`src/double_ended_queue_top_macros.svh`:
```
// Assertion macros shared by the double-ended queue RTL.
// Included by the top level; depends on nothing else.
`ifndef DOUBLE_ENDED_QUEUE_TOP_MACROS_SVH
`define DOUBLE_ENDED_QUEUE_TOP_MACROS_SVH

// Same-cycle implication, disabled during reset.
`define DEQ_ASSERT_IMPL(label, clk, rst, ante, cons) \
   label: assert property (@(posedge clk) disable iff (rst) (ante) |-> (cons)) \
      else $error("double-ended queue check failed");

// Next-cycle implication, disabled during reset.
`define DEQ_ASSERT_NEXT(label, clk, rst, ante, cons) \
   label: assert property (@(posedge clk) disable iff (rst) (ante) |=> (cons)) \
      else $error("double-ended queue check failed");

`endif

```
`src/deq_pkg.sv`:
```
// Package of the double-ended queue: field widths, opcodes, status codes
// and the command struct broadcast to the storage cells. No dependencies.
package deq_pkg;

   localparam int DEPTH_DEFAULT      = 64;
   localparam int DATA_WIDTH_DEFAULT = 32;

   localparam int OPCODE_WIDTH   = 3;
   localparam int VALUE_WIDTH    = 32;
   localparam int POSITION_WIDTH = 6;
   localparam int COUNT_WIDTH    = 7;
   localparam int STATUS_WIDTH   = 2;

   // Operation codes carried in the request beat.
   localparam logic [OPCODE_WIDTH-1:0] OP_PUSH_FRONT = 3'd0;
   localparam logic [OPCODE_WIDTH-1:0] OP_PUSH_BACK  = 3'd1;
   localparam logic [OPCODE_WIDTH-1:0] OP_POP_FRONT  = 3'd2;
   localparam logic [OPCODE_WIDTH-1:0] OP_POP_BACK   = 3'd3;
   localparam logic [OPCODE_WIDTH-1:0] OP_CLEAR      = 3'd4;
   localparam logic [OPCODE_WIDTH-1:0] OP_READ       = 3'd5;
   localparam logic [OPCODE_WIDTH-1:0] OP_WRITE      = 3'd6;

   // Status codes returned in the response beat.
   localparam logic [STATUS_WIDTH-1:0] ST_OK    = 2'd0;
   localparam logic [STATUS_WIDTH-1:0] ST_FULL  = 2'd1;
   localparam logic [STATUS_WIDTH-1:0] ST_EMPTY = 2'd2;

   // Command broadcast to every cell of the chain.
   typedef struct packed {
      logic shift_in;   // every cell takes its front neighbor, cell 0 the new value
      logic shift_out;  // every cell but the last takes its back neighbor, the last holds
      logic write;      // the cell at the target index takes the new value
   } cell_cmd_type;

endpackage

```
`src/deq_cell.sv`:
```
// One storage cell of the queue chain: holds the element at one index
// from the front and relays read data toward the front. Depends on deq_pkg.
module deq_cell #(
   parameter int DEPTH      = deq_pkg::DEPTH_DEFAULT,
   parameter int DATA_WIDTH = deq_pkg::DATA_WIDTH_DEFAULT,
   parameter int CELL_INDEX = 0
) (
   input  logic                         clock,
   input  deq_pkg::cell_cmd_type        cmd,
   input  logic [$clog2(DEPTH)-1:0]     target,
   input  logic [DATA_WIDTH-1:0]        wr_data,
   input  logic [DATA_WIDTH-1:0]        front_data,
   input  logic [DATA_WIDTH-1:0]        back_data,
   input  logic [DATA_WIDTH-1:0]        back_relay,
   output logic [DATA_WIDTH-1:0]        data_q,
   output logic [DATA_WIDTH-1:0]        relay_q
);

   localparam int IW = $clog2(DEPTH);
   localparam logic [IW-1:0] MY_INDEX = IW'(CELL_INDEX);

   logic [DATA_WIDTH-1:0] data_ff, data_in;
   logic [DATA_WIDTH-1:0] relay_ff, relay_in;
   logic                  hit;

   assign hit = (target == MY_INDEX);

   // Element update: shift with the chain or take a targeted write.
   always_comb begin
      data_in = data_ff;
      if (cmd.shift_in) begin
         data_in = front_data;
      end else if (cmd.shift_out) begin
         data_in = back_data;
      end else if (cmd.write && hit) begin
         data_in = wr_data;
      end
   end

   // Read relay: the targeted cell injects its element, the others pass along.
   assign relay_in = hit ? data_ff : back_relay;

   always_ff @(posedge clock) begin
      data_ff  <= data_in;
      relay_ff <= relay_in;
   end

   assign data_q  = data_ff;
   assign relay_q = relay_ff;

endmodule

```
`config.mk`:
```
export PLATFORM = sky130hd
export DESIGN_NAME = deq_cell
export DESIGN_NICKNAME = d
export VERILOG_FILES = /design/src/double_ended_queue_top_macros.svh /design/src/deq_pkg.sv /design/src/deq_cell.sv
export SDC_FILE = /design/constraint.sdc
export NUM_CORES = 1
export LEC_CHECK = 0
export ABC_AREA = 1
export BUFFER_PORTS_ARGS = -buffer_cell sky130_fd_sc_hd__buf_2
export CORE_ASPECT_RATIO = 0.7
export CORE_UTILIZATION = 41
export CTS_CLUSTER_DIAMETER = 150
export DETAILED_ROUTE_END_ITERATION = 10
export PLACE_DENSITY = 0.84
export SLEW_MARGIN = 20
export SYNTH_ARGS = -nofsm -noshare
export SYNTH_HDL_FRONTEND = slang
export SYNTH_SLANG_ARGS = --single-unit
```
`constraint.sdc`:
```
create_clock -name clock -period 1.7 [get_ports clock]
set_input_delay 0.085 -clock clock [delete_from_list [all_inputs] [get_ports clock]]
set_output_delay 0.085 -clock clock [all_outputs]
set_load 0.1 [all_outputs]
```
Word level (Yosys, flattened, before mapping)
Cells that the tools add are included.
- register bits after elaboration: 64
- output and inout bits: 64
- word-level logic and storage cells: 9
- muxes and demuxes: 4
- reduce and logical (&&, ||, !) cells: 3
- operator list (kind ; number):
    32-bit 2-to-1 mux ; 4
    6-bit logical NOT ; 1
    3-bit nonzero test ; 1
    1-bit logical AND ; 1

Longest topological paths before layout
- depth after elaboration: 5
- mapped depth: 5

Least setup slack after synthesis
OpenSTA, ideal clock, no wires.
- path type: input-to-reg
- start point: in cmd[1] (netlist bit)
- end point: reg data_ff[0], in the netlist data_q[0] (enable)
- setup slack: 149 ps
- data required time: 1311 ps
- path buffers: 2
- arrival: 1162 ps
- cell stages on the path: 4
- path through: buf_2 -> buf_2 -> nor2_1 -> nand2_1
- cells in the longest elaborated chain, start to end: 1
- RTL lines (what ; RTL line ; text):
    start, declared ; deq_cell.sv:9 ; input deq_pkg::cell_cmd_type cmd,
    3-bit nonzero test (no line) ; - ;
    end signal, assigned ; deq_cell.sv:44 ; data_ff <= data_in;
    end, declared ; deq_cell.sv:22 ; logic [DATA_WIDTH-1:0] data_ff, data_in;
Every way passes these cells.
A chain may end at the register's enable or synchronous reset.

Worst setup path after layout
- start point: reg data_ff[1], in the netlist data_q[1]
- end point: out data_q[1]
- RTL lines (what ; RTL line ; text):
    end, declared ; deq_cell.sv:15 ; output logic [DATA_WIDTH-1:0] data_q,
No word-level cell between the ends.

==> results.json <==
{
  "layout-drive-gt1-share": 0.410,
  "final_max_slew_viol_count": 0,
  "dp_hpwl_um": 6700,
  "list_of_most_frequent_post_synthesis_cells": "97 x nand2_1, 64 x a21oi_1, 33 x nand4_1, 33 x nor2_1",
  "timing.final.crit_period_ps": 1290,
  "drtAntennaViolNets": 0,
  "yosys.area.top_type": "edfxtp_1",
  "worstHoldStart": "front_data[24]",
  "route.vias.total": 3246,
  "antenna_found_initial": 0,
  "tightestPinTransition_ps": 592,
  "min-delay-path-class": "in -> reg",
  "synth.avg_cell_area_um2": 8.68,
  "syn_to_final_growth_pct": 54.6,
  "finalNetCount": 686,
  "dp.cells": 596,
  "power_density_mw_per_mm2": 1060,
  "number_of_remaining_drc_errors": 0,
  "crit-reg2reg-capture": "relay_q[2]$_DFF_P_",
  "cp_cell_sequence": "buf_2",
  "clock_skew_ps": 9.17,
  "fill_cells": 547,
  "timing.critical_path.slowest_stage_cell": "buf_2",
  "grt_use_total": 0.286,
  "port_buffers": 201,
  "pre_cts_ws_ps": 367,
  "power_mw": 4.62,
  "timing.max_cap.violations": 0,
  "dr.first_iter.drc_count": 113,
  "placementRows": 24,
  "route.detailed.vias_per_inst": 5.04,
  "postLayoutSetupSlackWorst_ps": 413,
  "postLayoutCoreUtil": 0.675,
  "r2r.worst_path.cells": 2,
  "die_height_um": 71.2,
  "initial_core_util": 0.437,
  "postPlaceCellArea_mm2": 0.00385,
  "wire_length_of_the_first_global_routing_pass_um": 15200,
  "netlist_instances": 323,
  "worstSetupStartpointType": "register",
  "worst_stage_delay_on_the_critical_path_ps": 460,
  "path_buf_inv": 1,
  "synth-warning-count": 0,
  "arrival_ps": 1200,
  "synth.yosys.seq_area_share": 0.571,
  "fmax_ghz": 0.777,
  "dominantRegCellSynth": "edfxtp_1",
  "setup_repair_after_global_routing_missed_its_margin": "false",
  "cts_htree_levels": 3,
  "worstPathRequired_ps": 1620,
  "setup-tns-final_ps": 0,
  "design_area_mm2": 0.00434,
  "synth_top_area_share": 0.343,
  "crit_family": "buffers and inverters",
  "postSynthRegisterBits": 64,
  "result_of_the_run": "completed",
  "tritoncts": "done",
  "whs_ps": 70.9,
  "p_leak_nw": 2.16,
  "synth_async_sr_flop_share": 0,
  "count_of_flip_flops_with_a_built_in_enable_after_synthesis": 32,
  "worst-r2r-setup-slack_ps": 960,
  "num_antenna_cells": 0,
  "mappedNetlistNets": 461,
  "wl_um": 9990,
  "die_x_um": 101,
  "report.final.setup_viol": 0,
  "die_footprint_mm2": 0.00718,
  "post-synth-top-count-cell": "nand2_1",
  "grt_overflow": 0,
  "critical_path_sink_type": "output pin",
  "drt_first_pass_iters": 4,
  "clock_tree.buffer_depth": 2,
  "clock_sink_count": 64,
  "vdd_ir_drop_max_v": 0.000519,
  "worst_skew_pair.late_latency_ps": 340,
  "whs_path_depth": 3,
  "netlist-cell-type-count": 11,
  "timing.final.crit_share": 0.757,
  "netlist_area_mm2": 0.00281,
  "filler_free_cell_count_of_the_finished_design": 644,
  "critPathKind": "reg -> out",
  "routabilityCongestion": 0.830,
  "hold_end": "data_q[24]$_DFFE_PP_",
  "io-pin-count": 202,
  "worst_setup_hold_path_clk_slew_ps": 70,
  "synth.area.top_cells": "edfxtp_1 34%, dfxtp_1 23%, nand2_1 13%",
  "clockRootBuffer": "clkbuf_8",
  "worstSetupStartpoint": "data_q[1]$_DFFE_PP_",
  "floorplan.core_area_mm2": 0.00643,
  "worst-path-max-fanout": 2,
  "cts_made_buffers": 9,
  "launching_point_of_the_worst_reg2reg_path": "data_q[2]$_DFFE_PP_",
  "max_slew_margin": 0.605,
  "finalHoldViolations": 0,
  "grt_start_max_net_pins": 33,
  "first_global_vias": 3089,
  "routedWlPerCell_um": 15.5
}
==> where the power goes <==
part	internal (mW)	switching, mW	total [mW]
clock network	0.561	0.552	1.11
registers	1.78	0.0725	1.85
logic	0.333	1.32	1.65
total	2.67	1.95	4.62
==> area by class of cell <==
type | count | area, µm² | area share
Tap cell | 91 | 114 | 0.0262
Sequential cell | 64 | 1600 | 0.369
Clock buffer | 12 | 145 | 0.0335
Clock inverter | 4 | 20.0 | 0.00461
Inverter | 2 | 7.51 | 0.00173
Multi-Input combinational cell | 231 | 1060 | 0.244
Timing Repair Buffer | 240 | 1390 | 0.321
==> registers in the layout, summed over array words and instances, names as in the netlist <==
name and count:
data_q 32, relay_q 32
==> timing repair <==
action                                 in CTS  in global routing
buffers inserted                            0                  0
endpoints found under the hold margin      32                  0
hold buffers                               32                  0
gates resized for setup                     0                  0
==> how the worst max path moves through the flow <==
stage	endpoint	slack [ps]	cells past startpoint
global placement	relay_q[17]$_DFF_P_	410	6
CTS	data_q[2]	400	1
floorplan	data_q[0]$_DFFE_PP_	150	4
detailed placement	relay_q[26]$_DFF_P_	370	6
global route	data_q[1]	370	1
finish	data_q[1]	410	1
==> logic make-up after synthesis <==
group | count (synthesis) | share of synthesized area
buffers and inverters | 28 | 0.0517
AO/OA/AOI/OAI | 64 | 0.114
flip-flops | 64 | 0.571
AND/OR/NAND/NOR | 167 | 0.263
==> routing by layer <==
metal  vias to the layer above  share of wire  GRT usage
met2                       160           0.51      0.510
met1                      1501           0.40      0.332
li1                       1564              -          -
met4                         0          0.022      0.113
met5                         -              0          0
met3                        21          0.073     0.0702
==> layout by cell type (no fill, tap or decap), types with 3 or more instances in the layout <==
master	n
nor2_1	33
edfxtp_1	32
a21oi_1	64
dfxtp_1	32
buf_4	6
nand2_1	97
nor2_4	3
dlygate4sd3_1	32
nand4_1	33
buf_2	201
clkbuf_8	10
Note: power is estimated with default switching activity, not from simulation.
